## src/sv/mbsp_pkg.sv

```systemverilog
// ----------------------------------------------------------------------------
// mbsp_pkg
// Shared types and constants of the MIDI byte stream message parser.
// ----------------------------------------------------------------------------
package mbsp_pkg;

    localparam int RX_BYTE_W     = 8;
    localparam int RATE_W        = 21;
    localparam int DATA_W        = 7;
    localparam int LEN_W         = 2;
    localparam int APB_DATA_W    = 32;
    localparam int APB_ADDR_W    = 3;

    localparam int SYSEX_MAX_LEN = 256;
    localparam int SYSEX_CNT_W   = $clog2(SYSEX_MAX_LEN);

    localparam int QUEUE_DEPTH   = 2;
    localparam int QUEUE_PTR_W   = $clog2(QUEUE_DEPTH);
    localparam int QUEUE_CNT_W   = $clog2(QUEUE_DEPTH + 1);

    localparam logic [RATE_W-1:0] RATE_MIN_RESET = RATE_W'(29687);
    localparam logic [RATE_W-1:0] RATE_MAX_RESET = RATE_W'(32812);

    localparam logic REG_RATE_MIN = 1'b0;
    localparam logic REG_RATE_MAX = 1'b1;

    localparam logic [7:0] ST_VOICE_LO   = 8'h80;
    localparam logic [7:0] ST_PROG_CHG   = 8'hC0;
    localparam logic [7:0] ST_CHAN_PRESS = 8'hD0;
    localparam logic [7:0] ST_SYSEX      = 8'hF0;
    localparam logic [7:0] ST_QFRAME     = 8'hF1;
    localparam logic [7:0] ST_SONG_POS   = 8'hF2;
    localparam logic [7:0] ST_SONG_SEL   = 8'hF3;
    localparam logic [7:0] ST_TUNE_REQ   = 8'hF6;
    localparam logic [7:0] ST_EOX        = 8'hF7;
    localparam logic [7:0] ST_REALTIME   = 8'hF8;
    localparam logic [7:0] ST_RT_UNDEF_A = 8'hF9;
    localparam logic [7:0] ST_RT_UNDEF_B = 8'hFD;

    localparam logic [LEN_W-1:0] LEN_ONE   = 2'd1;
    localparam logic [LEN_W-1:0] LEN_TWO   = 2'd2;
    localparam logic [LEN_W-1:0] LEN_THREE = 2'd3;

    typedef enum logic [2:0] {
        K_REJECT   = 3'd0,
        K_REALTIME = 3'd1,
        K_DATA     = 3'd2,
        K_STATUS   = 3'd3
    } t_kind;

    typedef struct packed {
        t_kind                kind;
        logic [RX_BYTE_W-1:0] rx_byte;
    } t_cmd;

    typedef struct packed {
        logic [RATE_W-1:0] rate_min;
        logic [RATE_W-1:0] rate_max;
    } t_rate_cfg;

    typedef enum logic [3:0] {
        PH_IDLE   = 4'b0001,
        PH_D1OF2  = 4'b0010,
        PH_D2OF2  = 4'b0100,
        PH_D1OF1  = 4'b1000
    } t_phase;

endpackage

```

## src/sv/mbsp_front.sv

```systemverilog
// ----------------------------------------------------------------------------
// mbsp_front
// Rate window registers and per-byte classification into queue commands.
// ----------------------------------------------------------------------------
module mbsp_front (
    input  logic                               i_clk,
    input  logic                               i_rst_n,
    input  logic                               psel,
    input  logic                               penable,
    input  logic                               pwrite,
    input  logic [mbsp_pkg::APB_ADDR_W-1:0]    paddr,
    input  logic [mbsp_pkg::APB_DATA_W-1:0]    pwdata,
    output logic [mbsp_pkg::APB_DATA_W-1:0]    prdata,
    output logic                               pready,
    input  logic                               i_valid,
    input  logic                               i_queue_full,
    input  logic [mbsp_pkg::RX_BYTE_W-1:0]     i_rx_byte,
    input  logic [mbsp_pkg::RATE_W-1:0]        i_bit_rate,
    output logic                               o_stall,
    output logic                               o_push,
    output mbsp_pkg::t_cmd                     o_cmd
);

    mbsp_pkg::t_rate_cfg r_cfg;
    logic                cfg_wr;
    logic                reg_sel;
    logic                rate_bad;
    logic                rt_undef;
    logic                accept;

    assign pready  = 1'b1;
    assign cfg_wr  = psel && penable && pwrite && pready;
    assign reg_sel = paddr[2];

    always_ff @(posedge i_clk) begin
        if (!i_rst_n) begin
            r_cfg.rate_min <= mbsp_pkg::RATE_MIN_RESET;
            r_cfg.rate_max <= mbsp_pkg::RATE_MAX_RESET;
        end else if (cfg_wr) begin
            if (reg_sel == mbsp_pkg::REG_RATE_MIN) begin
                r_cfg.rate_min <= pwdata[mbsp_pkg::RATE_W-1:0];
            end else begin
                r_cfg.rate_max <= pwdata[mbsp_pkg::RATE_W-1:0];
            end
        end
    end

    always_comb begin
        if (reg_sel == mbsp_pkg::REG_RATE_MIN) begin
            prdata = mbsp_pkg::APB_DATA_W'(r_cfg.rate_min);
        end else begin
            prdata = mbsp_pkg::APB_DATA_W'(r_cfg.rate_max);
        end
    end

    assign o_stall  = i_queue_full;
    assign accept   = i_valid && !i_queue_full;
    assign rate_bad = (i_bit_rate < r_cfg.rate_min) || (i_bit_rate > r_cfg.rate_max);
    assign rt_undef = (i_rx_byte == mbsp_pkg::ST_RT_UNDEF_A) ||
                      (i_rx_byte == mbsp_pkg::ST_RT_UNDEF_B);

    always_comb begin
        o_cmd.rx_byte = i_rx_byte;
        o_push        = accept;
        if (rate_bad) begin
            o_cmd.kind = mbsp_pkg::K_REJECT;
        end else if (i_rx_byte >= mbsp_pkg::ST_REALTIME) begin
            o_cmd.kind = mbsp_pkg::K_REALTIME;
            // drop undefined real-time codes here
            o_push     = accept && !rt_undef;
        end else if (i_rx_byte < mbsp_pkg::ST_VOICE_LO) begin
            o_cmd.kind = mbsp_pkg::K_DATA;
        end else begin
            o_cmd.kind = mbsp_pkg::K_STATUS;
        end
    end

endmodule

```

## src/sv/mbsp_queue.sv

```systemverilog
// ----------------------------------------------------------------------------
// mbsp_queue
// Short command queue between the classifier and the parser.
// ----------------------------------------------------------------------------
module mbsp_queue (
    input  logic           i_clk,
    input  logic           i_rst_n,
    input  logic           i_push,
    input  mbsp_pkg::t_cmd i_push_cmd,
    input  logic           i_pop,
    output logic           o_full,
    output logic           o_nonempty,
    output mbsp_pkg::t_cmd o_pop_cmd
);

    mbsp_pkg::t_cmd                    r_mem [mbsp_pkg::QUEUE_DEPTH];
    logic [mbsp_pkg::QUEUE_PTR_W-1:0]  r_wr_ptr;
    logic [mbsp_pkg::QUEUE_PTR_W-1:0]  r_rd_ptr;
    logic [mbsp_pkg::QUEUE_CNT_W-1:0]  r_count;
    logic [mbsp_pkg::QUEUE_CNT_W-1:0]  n_count;
    logic                              do_pop;

    assign o_full     = (r_count == mbsp_pkg::QUEUE_CNT_W'(mbsp_pkg::QUEUE_DEPTH));
    assign o_nonempty = (r_count != '0);
    assign o_pop_cmd  = r_mem[r_rd_ptr];
    assign do_pop     = i_pop && o_nonempty;

    always_comb begin
        n_count = r_count;
        if (i_push && !do_pop) begin
            n_count = r_count + 1'b1;
        end else if (!i_push && do_pop) begin
            n_count = r_count - 1'b1;
        end
    end

    always_ff @(posedge i_clk) begin
        if (!i_rst_n) begin
            r_wr_ptr <= '0;
            r_rd_ptr <= '0;
            r_count  <= '0;
        end else begin
            r_count <= n_count;
            if (i_push) begin
                r_wr_ptr <= r_wr_ptr + 1'b1;
            end
            if (do_pop) begin
                r_rd_ptr <= r_rd_ptr + 1'b1;
            end
        end
    end

    always_ff @(posedge i_clk) begin
        if (i_push) begin
            r_mem[r_wr_ptr] <= i_push_cmd;
        end
    end

endmodule

```

## src/sv/mbsp_back.sv

```systemverilog
// ----------------------------------------------------------------------------
// mbsp_back
// Running status parser state and registered message output.
// ----------------------------------------------------------------------------
module mbsp_back (
    input  logic                             i_clk,
    input  logic                             i_rst_n,
    input  logic                             i_cmd_valid,
    input  mbsp_pkg::t_cmd                   i_cmd,
    output logic                             o_pop,
    output logic                             o_valid,
    input  logic                             i_stall,
    output logic [mbsp_pkg::RX_BYTE_W-1:0]   o_msg_status,
    output logic [mbsp_pkg::DATA_W-1:0]      o_msg_data1,
    output logic [mbsp_pkg::DATA_W-1:0]      o_msg_data2,
    output logic [mbsp_pkg::LEN_W-1:0]       o_msg_length
);

    mbsp_pkg::t_phase                    r_phase;
    mbsp_pkg::t_phase                    n_phase;
    logic                                r_in_sysex;
    logic                                n_in_sysex;
    logic [7:0]                          r_last_status;
    logic [7:0]                          n_last_status;
    logic [mbsp_pkg::DATA_W-1:0]         r_held_data1;
    logic [mbsp_pkg::DATA_W-1:0]         n_held_data1;
    logic [mbsp_pkg::SYSEX_CNT_W-1:0]    r_sysex_count;
    logic [mbsp_pkg::SYSEX_CNT_W-1:0]    n_sysex_count;
    logic                                r_out_valid;
    logic [7:0]                          r_out_status;
    logic [mbsp_pkg::DATA_W-1:0]         r_out_data1;
    logic [mbsp_pkg::DATA_W-1:0]         r_out_data2;
    logic [mbsp_pkg::LEN_W-1:0]          r_out_length;

    logic                                emit;
    logic [7:0]                          emit_status;
    logic [mbsp_pkg::DATA_W-1:0]         emit_data1;
    logic [mbsp_pkg::DATA_W-1:0]         emit_data2;
    logic [mbsp_pkg::LEN_W-1:0]          emit_length;

    logic [7:0]                          c;
    logic [mbsp_pkg::DATA_W-1:0]         c7;
    logic                                last_is_voice;
    logic                                last_one_data;
    logic                                c_one_data;

    assign o_pop = i_cmd_valid && (!r_out_valid || !i_stall);

    assign c  = i_cmd.rx_byte;
    assign c7 = c[mbsp_pkg::DATA_W-1:0];
    assign last_is_voice = (r_last_status >= mbsp_pkg::ST_VOICE_LO) &&
                           (r_last_status < mbsp_pkg::ST_SYSEX);
    assign last_one_data = ({r_last_status[7:4], 4'h0} == mbsp_pkg::ST_PROG_CHG) ||
                           ({r_last_status[7:4], 4'h0} == mbsp_pkg::ST_CHAN_PRESS);
    assign c_one_data    = ({c[7:4], 4'h0} == mbsp_pkg::ST_PROG_CHG) ||
                           ({c[7:4], 4'h0} == mbsp_pkg::ST_CHAN_PRESS);

    always_comb begin
        n_phase       = r_phase;
        n_in_sysex    = r_in_sysex;
        n_last_status = r_last_status;
        n_held_data1  = r_held_data1;
        n_sysex_count = r_sysex_count;
        emit          = 1'b0;
        emit_status   = c;
        emit_data1    = '0;
        emit_data2    = '0;
        emit_length   = mbsp_pkg::LEN_ONE;

        case (i_cmd.kind)
            mbsp_pkg::K_REJECT: begin
                n_phase = mbsp_pkg::PH_IDLE;
            end
            mbsp_pkg::K_REALTIME: begin
                emit = 1'b1;
            end
            mbsp_pkg::K_DATA: begin
                if (r_phase != mbsp_pkg::PH_IDLE) begin
                    emit_status = r_last_status;
                    case (r_phase)
                        mbsp_pkg::PH_D1OF2: begin
                            n_held_data1 = c7;
                            n_phase      = mbsp_pkg::PH_D2OF2;
                        end
                        mbsp_pkg::PH_D2OF2: begin
                            n_phase     = mbsp_pkg::PH_IDLE;
                            emit        = 1'b1;
                            emit_data1  = r_held_data1;
                            emit_data2  = c7;
                            emit_length = mbsp_pkg::LEN_THREE;
                        end
                        default: begin
                            n_phase     = mbsp_pkg::PH_IDLE;
                            emit        = 1'b1;
                            emit_data1  = c7;
                            emit_length = mbsp_pkg::LEN_TWO;
                        end
                    endcase
                end else if (r_in_sysex) begin
                    if (r_sysex_count == mbsp_pkg::SYSEX_CNT_W'(mbsp_pkg::SYSEX_MAX_LEN - 1)) begin
                        n_in_sysex    = 1'b0;
                        n_sysex_count = '0;
                    end else begin
                        n_sysex_count = r_sysex_count + 1'b1;
                    end
                end else if (last_is_voice) begin
                    emit_status = r_last_status;
                    if (last_one_data) begin
                        emit        = 1'b1;
                        emit_data1  = c7;
                        emit_length = mbsp_pkg::LEN_TWO;
                    end else begin
                        n_held_data1 = c7;
                        n_phase      = mbsp_pkg::PH_D2OF2;
                    end
                end
            end
            mbsp_pkg::K_STATUS: begin
                n_phase = mbsp_pkg::PH_IDLE;
                if (r_in_sysex) begin
                    if (c == mbsp_pkg::ST_EOX) begin
                        n_in_sysex    = 1'b0;
                        n_sysex_count = '0;
                    end
                end else begin
                    n_last_status = c;
                    if (c < mbsp_pkg::ST_SYSEX) begin
                        n_phase = c_one_data ? mbsp_pkg::PH_D1OF1 : mbsp_pkg::PH_D1OF2;
                    end else begin
                        case (c)
                            mbsp_pkg::ST_SYSEX: begin
                                n_in_sysex    = 1'b1;
                                n_sysex_count = '0;
                            end
                            mbsp_pkg::ST_QFRAME,
                            mbsp_pkg::ST_SONG_SEL: begin
                                n_phase = mbsp_pkg::PH_D1OF1;
                            end
                            mbsp_pkg::ST_SONG_POS: begin
                                n_phase = mbsp_pkg::PH_D1OF2;
                            end
                            mbsp_pkg::ST_TUNE_REQ: begin
                                emit = 1'b1;
                            end
                            default: begin
                            end
                        endcase
                    end
                end
            end
            default: begin
            end
        endcase
    end

    always_ff @(posedge i_clk) begin
        if (!i_rst_n) begin
            r_phase       <= mbsp_pkg::PH_IDLE;
            r_in_sysex    <= 1'b0;
            r_last_status <= '0;
            r_held_data1  <= '0;
            r_sysex_count <= '0;
            r_out_valid   <= 1'b0;
        end else begin
            if (o_pop) begin
                r_phase       <= n_phase;
                r_in_sysex    <= n_in_sysex;
                r_last_status <= n_last_status;
                r_held_data1  <= n_held_data1;
                r_sysex_count <= n_sysex_count;
                r_out_valid   <= emit;
            end else if (!i_stall) begin
                r_out_valid   <= 1'b0;
            end
        end
    end

    always_ff @(posedge i_clk) begin
        if (o_pop && emit) begin
            r_out_status <= emit_status;
            r_out_data1  <= emit_data1;
            r_out_data2  <= emit_data2;
            r_out_length <= emit_length;
        end
    end

    assign o_valid      = r_out_valid;
    assign o_msg_status = r_out_status;
    assign o_msg_data1  = r_out_data1;
    assign o_msg_data2  = r_out_data2;
    assign o_msg_length = r_out_length;

endmodule

```

## src/sv/midi_byte_stream_message_parser_unit.sv

```systemverilog
// ----------------------------------------------------------------------------
// midi_byte_stream_message_parser_unit
// MIDI byte stream parser with running status and a bit rate window.
// ----------------------------------------------------------------------------
// Input channel: i_valid / o_stall carry one received byte (i_rx_byte) with
// its measured bit rate (i_bit_rate) per beat. Output channel: o_valid /
// i_stall carry one complete message per beat (status, two data bytes,
// length 1 to 3). Bytes outside the rate window, data bytes of a message
// still in progress and SysEx content produce no beat.
// A byte enters the classifier and a two-entry command queue, and the
// parser takes one command per cycle into a registered output unless a
// message held there is stalled; a message passes the queue, then that register.
// Throughput is one byte per cycle unless the output stalls; the parser's
// single-entry output register sets it, and the queue covers such a stall.
// While a stalled message is held, the queue fills and then o_stall rises.
// Reset (i_rst_n low at a clock edge) empties the queue and the output,
// clears the parse state and loads the default rate window 29687..32812.
// The window registers sit on the APB port at byte addresses 0 and 4.
// ----------------------------------------------------------------------------
module midi_byte_stream_message_parser_unit (
    input  logic                             i_clk,
    input  logic                             i_rst_n,
    input  logic                             psel,
    input  logic                             penable,
    input  logic                             pwrite,
    input  logic [mbsp_pkg::APB_ADDR_W-1:0]  paddr,
    input  logic [mbsp_pkg::APB_DATA_W-1:0]  pwdata,
    output logic [mbsp_pkg::APB_DATA_W-1:0]  prdata,
    output logic                             pready,
    input  logic                             i_valid,
    output logic                             o_stall,
    input  logic [mbsp_pkg::RX_BYTE_W-1:0]   i_rx_byte,
    input  logic [mbsp_pkg::RATE_W-1:0]      i_bit_rate,
    output logic                             o_valid,
    input  logic                             i_stall,
    output logic [mbsp_pkg::RX_BYTE_W-1:0]   o_msg_status,
    output logic [mbsp_pkg::DATA_W-1:0]      o_msg_data1,
    output logic [mbsp_pkg::DATA_W-1:0]      o_msg_data2,
    output logic [mbsp_pkg::LEN_W-1:0]       o_msg_length
);

    logic           queue_full;
    logic           queue_nonempty;
    logic           push;
    logic           pop;
    mbsp_pkg::t_cmd push_cmd;
    mbsp_pkg::t_cmd pop_cmd;

    mbsp_front u_front (
        .i_clk        (i_clk),
        .i_rst_n      (i_rst_n),
        .psel         (psel),
        .penable      (penable),
        .pwrite       (pwrite),
        .paddr        (paddr),
        .pwdata       (pwdata),
        .prdata       (prdata),
        .pready       (pready),
        .i_valid      (i_valid),
        .i_queue_full (queue_full),
        .i_rx_byte    (i_rx_byte),
        .i_bit_rate   (i_bit_rate),
        .o_stall      (o_stall),
        .o_push       (push),
        .o_cmd        (push_cmd)
    );

    mbsp_queue u_queue (
        .i_clk      (i_clk),
        .i_rst_n    (i_rst_n),
        .i_push     (push),
        .i_push_cmd (push_cmd),
        .i_pop      (pop),
        .o_full     (queue_full),
        .o_nonempty (queue_nonempty),
        .o_pop_cmd  (pop_cmd)
    );

    mbsp_back u_back (
        .i_clk        (i_clk),
        .i_rst_n      (i_rst_n),
        .i_cmd_valid  (queue_nonempty),
        .i_cmd        (pop_cmd),
        .o_pop        (pop),
        .o_valid      (o_valid),
        .i_stall      (i_stall),
        .o_msg_status (o_msg_status),
        .o_msg_data1  (o_msg_data1),
        .o_msg_data2  (o_msg_data2),
        .o_msg_length (o_msg_length)
    );

endmodule

```

## config.mk

```make
export PLATFORM = sky130hd
export DESIGN_NAME = midi_byte_stream_message_parser_unit
export DESIGN_NICKNAME = d
export VERILOG_FILES = /design/src/sv/mbsp_pkg.sv /design/src/sv/mbsp_front.sv /design/src/sv/mbsp_queue.sv /design/src/sv/mbsp_back.sv /design/src/sv/midi_byte_stream_message_parser_unit.sv
export SDC_FILE = /design/constraint.sdc
export NUM_CORES = 1
export LEC_CHECK = 0
export CORE_AREA = 5 5 120 122
export CTS_CLUSTER_SIZE = 10
export DETAILED_ROUTE_END_ITERATION = 7
export DIE_AREA = 0 0 125 127
export DONT_BUFFER_PORTS = 1
export PLACE_DENSITY = 0.73
export SLEW_MARGIN = 20
export SYNTH_ARGS = -nofsm -noshare
export SYNTH_HDL_FRONTEND = slang
export SYNTH_SLANG_ARGS = --single-unit
```

## constraint.sdc

```tcl
create_clock -name i_clk -period 4.05 [get_ports i_clk]
set_input_delay 0.81 -clock i_clk [delete_from_list [all_inputs] [get_ports i_clk]]
set_output_delay 0.81 -clock i_clk [all_outputs]
set_load 0.03 [all_outputs]
```

==> impl_results.html <==
<table>
<tr><th>Metric</th><th>Value</th></tr>
<tr><th colspan="2">Outcome</th></tr>
<tr><td>Status</td><td>finished clean</td></tr>
<tr><th colspan="2">STA</th></tr>
<tr><td>Max-slew violations</td><td>0</td></tr>
<tr><td>Pin slew with the least headroom to its limit</td><td>1.064 ns</td></tr>
<tr><td>Share of the clock period used by the worst path after layout</td><td>75.33%</td></tr>
<tr><td>Final total negative setup slack</td><td>0 ns</td></tr>
<tr><td>Final setup violation count</td><td>0</td></tr>
<tr><td>Setup repair after global routing missed its margin</td><td>no</td></tr>
<tr><td>Highest clock rate</td><td>0.3278 GHz</td></tr>
<tr><td>Post-layout minimum cycle time</td><td>3.051 ns</td></tr>
<tr><td>Slew HR</td><td>28.31%</td></tr>
<tr><td>Layout Skew</td><td>0.009402 ns</td></tr>
<tr><td>Final Hold Fails</td><td>0</td></tr>
<tr><th colspan="2">GRT</th></tr>
<tr><td>Maximum number of pins on one net before global-route repair</td><td>54</td></tr>
<tr><td>Number of global-route vias before repair</td><td>5130</td></tr>
<tr><td>All-Layer GR Usage</td><td>19.08%</td></tr>
<tr><td>Initial antenna violation count</td><td>0</td></tr>
<tr><td>Remaining Overflow, GRT</td><td>0</td></tr>
<tr><td>Global-route wire length before repair</td><td>24870 µm</td></tr>
<tr><th colspan="2">Logic synthesis</th></tr>
<tr><td>Async SR Flop Fraction</td><td>0%</td></tr>
<tr><td>Yosys warns</td><td>0</td></tr>
<tr><td>Proportion of synthesized chip area in sequential cells</td><td>44.38%</td></tr>
<tr><td>Synth Register Bits</td><td>120</td></tr>
<tr><td>Primary FF master, synth</td><td>dfxtp_1</td></tr>
<tr><td>Cell count after synthesis</td><td>710</td></tr>
<tr><td>Count of different cell masters after synthesis</td><td>75</td></tr>
<tr><td>Number of synthesized flops with an enable pin</td><td>44</td></tr>
<tr><td>Avg Cell Area, Syn</td><td>9.021 µm²</td></tr>
<tr><td>Mapped cell area</td><td>6405 µm²</td></tr>
<tr><th colspan="2">CTS</th></tr>
<tr><td>Quantity of hold-fixing buffers added after cts</td><td>0</td></tr>
<tr><td>Number of gates resized after cts</td><td>0</td></tr>
<tr><td>Clock latency at the later pin of the worst-skew pair</td><td>0.42 ns</td></tr>
<tr><td>Buffer count from post-CTS setup fixing</td><td>0</td></tr>
<tr><td>Clk pin slew, worst setup/hold paths</td><td>0.06 ns</td></tr>
<tr><td>Max H-tree Level</td><td>4</td></tr>
<tr><td>CTS tree</td><td>yes</td></tr>
<tr><td>Max clock buf depth</td><td>2</td></tr>
<tr><td>Total clock sinks</td><td>120</td></tr>
<tr><td>Total clock buffers created by CTS</td><td>17</td></tr>
<tr><td>Root Driver</td><td>clkbuf_16</td></tr>
<tr><th colspan="2">Placement</th></tr>
<tr><td>Number of port buffers</td><td>0</td></tr>
<tr><td>Number of cells in the design after placement</td><td>859</td></tr>
<tr><td>DPL Wire Length</td><td>10750 µm</td></tr>
<tr><td>Global placer's final weighted congestion</td><td>0.8715</td></tr>
<tr><td>Post-Place Cell Area</td><td>6455 µm²</td></tr>
<tr><th colspan="2">Detailed routing</th></tr>
<tr><td>Post-detailed-route wirelength per cell</td><td>16.92 µm</td></tr>
<tr><td>Total wire length after detailed routing</td><td>15080 µm</td></tr>
<tr><td>Vias per inst</td><td>5.763</td></tr>
<tr><td>Violation count after the first detailed-route iteration</td><td>363</td></tr>
<tr><td>Routed vias</td><td>5135</td></tr>
<tr><td>Length of the first detailed-routing pass in iterations</td><td>5</td></tr>
<tr><td>Remaining routing DRC violations</td><td>0</td></tr>
<tr><td>DRT antenna net count</td><td>0</td></tr>
<tr><th colspan="2">Floorplan</th></tr>
<tr><td>Width of the die</td><td>125 µm</td></tr>
<tr><td>Full die area</td><td>15880 µm²</td></tr>
<tr><td>Number of placement rows</td><td>42</td></tr>
<tr><td>Initial Utilization</td><td>48.95%</td></tr>
<tr><td>I/O pin count</td><td>130</td></tr>
<tr><td>Vertical die dimension</td><td>127 µm</td></tr>
<tr><td>Area of the core</td><td>13090 µm²</td></tr>
<tr><th colspan="2">Finish</th></tr>
<tr><td>Antenna diodes</td><td>0</td></tr>
<tr><td>Area of all placed cells without fillers</td><td>7041 µm²</td></tr>
<tr><td>Total number of nets in the final design</td><td>816</td></tr>
<tr><td>Filler instances</td><td>1140</td></tr>
<tr><td>Share of layout cells above drive strength 1</td><td>7.832%</td></tr>
<tr><td>Layout overhead on the synthesized area</td><td>9.924%</td></tr>
<tr><td>Layout Cells excl Fill</td><td>891</td></tr>
<tr><th colspan="2">Worst hold path</th></tr>
<tr><td>Path category of the worst min-delay check</td><td>reg -&gt; reg</td></tr>
<tr><td>Hold-critical path depth</td><td>2</td></tr>
<tr><th colspan="2">Setup path</th></tr>
<tr><td>CP Data Arrival Time</td><td>3.38 ns</td></tr>
<tr><td>Largest fanout of any net on the critical path</td><td>6</td></tr>
<tr><td>Crit end category</td><td>flop</td></tr>
<tr><td>Depth of the most critical reg-to-reg path</td><td>11</td></tr>
<tr><td>Worst setup path category</td><td>reg -&gt; reg</td></tr>
<tr><td>Critical Path Source Type</td><td>flop</td></tr>
<tr><td>Critical path required time</td><td>4.38 ns</td></tr>
<tr><th colspan="2">Power and ir drop</th></tr>
<tr><td>Peak supply drop</td><td>0.3112 mV</td></tr>
<tr><td>Power Dens Cells</td><td>573.3 nW/µm²</td></tr>
<tr><td>Standby leakage power</td><td>2.675 nW</td></tr>
<tr><th colspan="2">Job</th></tr>
<tr><td>MaxCap Viol Count</td><td>0</td></tr>
</table>
layer usage:
layer | global-route usage (%) | wire (µm) | up-vias
met1 | 22.02 | 5896 | 2397
met2 | 31.92 | 7388 | 201
li1 | - | - | 2503
met3 | 7.429 | 1359 | 34
met5 | 0 | 0 | -
met4 | 7.844 | 434 | 0
stage by stage:
step / setup slack, ns / power [mW] / util (%) / hold slack [ns]
after floorplan: 0.8255 / 2.421 / - / 0.4363
after global placement: 0.6648 / 2.531 / 49.33 / 0.4424
after detailed placement: 0.5980 / 2.576 / 49.33 / 0.4465
after CTS: 0.9825 / 4.041 / 53.75 / 0.4539
after global routing: 0.7921 / 4.228 / 53.81 / 0.4742
final: 0.9990 / 4.036 / 53.81 / 0.4564
worst max-delay path, stage by stage, from the launching register on:
cell	delay, ns
dfxtp_1	0.37
inv_1	0.06
ha_1	0.31
a21oi_1	0.18
nand2_1	0.07
a221o_1	0.38
nor3_1	0.24
or2_0	0.31
a31oi_1	0.18
ha_1	0.38
or3_1	0.35
a21oi_1	0.14
path summary, 6_finish.rpt:
kind	slack, ns	startpoint	endpoint
worst max-delay path	1.0	u_front.r_cfg[19]$_SDFFE_PN0P_	u_queue.r_count[1]$_SDFFE_PN0P_
worst min-delay path	0.46	u_front.r_cfg[32]$_SDFFE_PN0P_	u_front.r_cfg[32]$_SDFFE_PN0P_
worst max register to register	1.0	u_front.r_cfg[19]$_SDFFE_PN0P_	u_queue.r_count[1]$_SDFFE_PN0P_
worst min register to register	0.46	u_front.r_cfg[32]$_SDFFE_PN0P_	u_front.r_cfg[32]$_SDFFE_PN0P_
synth_stat cells, drive strengths merged (4+ instances only):
library cell / number / area share (%)
nor3: 6 / 0.72
nand3: 17 / 1.6
and3: 10 / 0.98
dfxtp: 76 / 24
o211ai: 18 / 2.1
o21ai: 46 / 3.7
or3: 7 / 0.68
and4: 4 / 0.55
inv: 52 / 3.0
clkbuf: 21 / 1.2
ha: 43 / 8.4
nor2: 57 / 3.3
mux2i: 7 / 1.1
o311ai: 4 / 0.55
nor2b: 6 / 0.59
a32oi: 4 / 0.84
a211oi: 16 / 1.9
a21oi: 59 / 4.7
buf: 20 / 2.5
nand3b: 6 / 0.90
edfxtp: 44 / 21
a32o: 5 / 0.78
nand2b: 10 / 0.98
nand2: 114 / 6.7
sequential cells by signal, indices dropped and copies added, names as in the netlist, 4 cells and up, named ones only:
register / count
u_back.o_msg_data2: 7
u_back.o_msg_status: 8
u_back.r_phase: 4
u_front.r_cfg: 42
u_back.r_held_data1: 7
u_back.o_msg_data1: 7
u_back.r_sysex_count: 8
u_queue.r_mem: 20
u_back.r_last_status: 8
cells in the final DEF (no fill, tap or decap), types with 5 or more instances in the layout:
cell type / Yosys / final
nand2_1: 114 / 114
dfxtp_1: 76 / 75
a21oi_1: 58 / 58
nor2_1: 57 / 56
inv_1: 51 / 51
edfxtp_1: 44 / 44
ha_1: 43 / 43
o21ai_0: 40 / 40
o211ai_1: 18 / 18
clkbuf_16: 0 / 17
a211oi_1: 16 / 16
nand3_1: 15 / 15
conb_1: 2 / 12
nand2b_1: 10 / 10
and3_1: 10 / 10
mux2i_1: 7 / 7
or3_1: 7 / 7
nor2b_1: 6 / 6
nand3b_1: 5 / 5
a32o_1: 5 / 5
o21ai_1: 5 / 5
report_power, final:
| group | switching [mW] | internal, mW | total, mW |
|---|---|---|---|
| clock network | 0.560 | 0.910 | 1.47 |
| registers | 0.252 | 1.47 | 1.72 |
| logic | 0.553 | 0.292 | 0.844 |
layout make-up:
type	instances	area [µm²]	area share (%)
repair buffers	4	30.03	0.4265
clock buffers	19	432.9	6.149
inverters	52	195.2	2.772
flip-flops and latches	120	2844	40.39
well taps	176	220.2	3.128
multi-input cells	507	3173	45.07
clock inverters	13	145.1	2.061
logic make-up (layout without fill, tap and decap cells):
group,count (synthesis),in the layout,share of synthesized area [%]
compound gates,183,183,18.87
xor+xnor,4,4,0.5471
fa+ha+maj,43,43,8.400
buf+inv,93,88,6.798
flops,120,120,44.38
mux,9,9,1.446
other cells,2,12,0.1173
simple gates,256,256,19.44
Note: power is estimated with default switching activity, not from simulation.
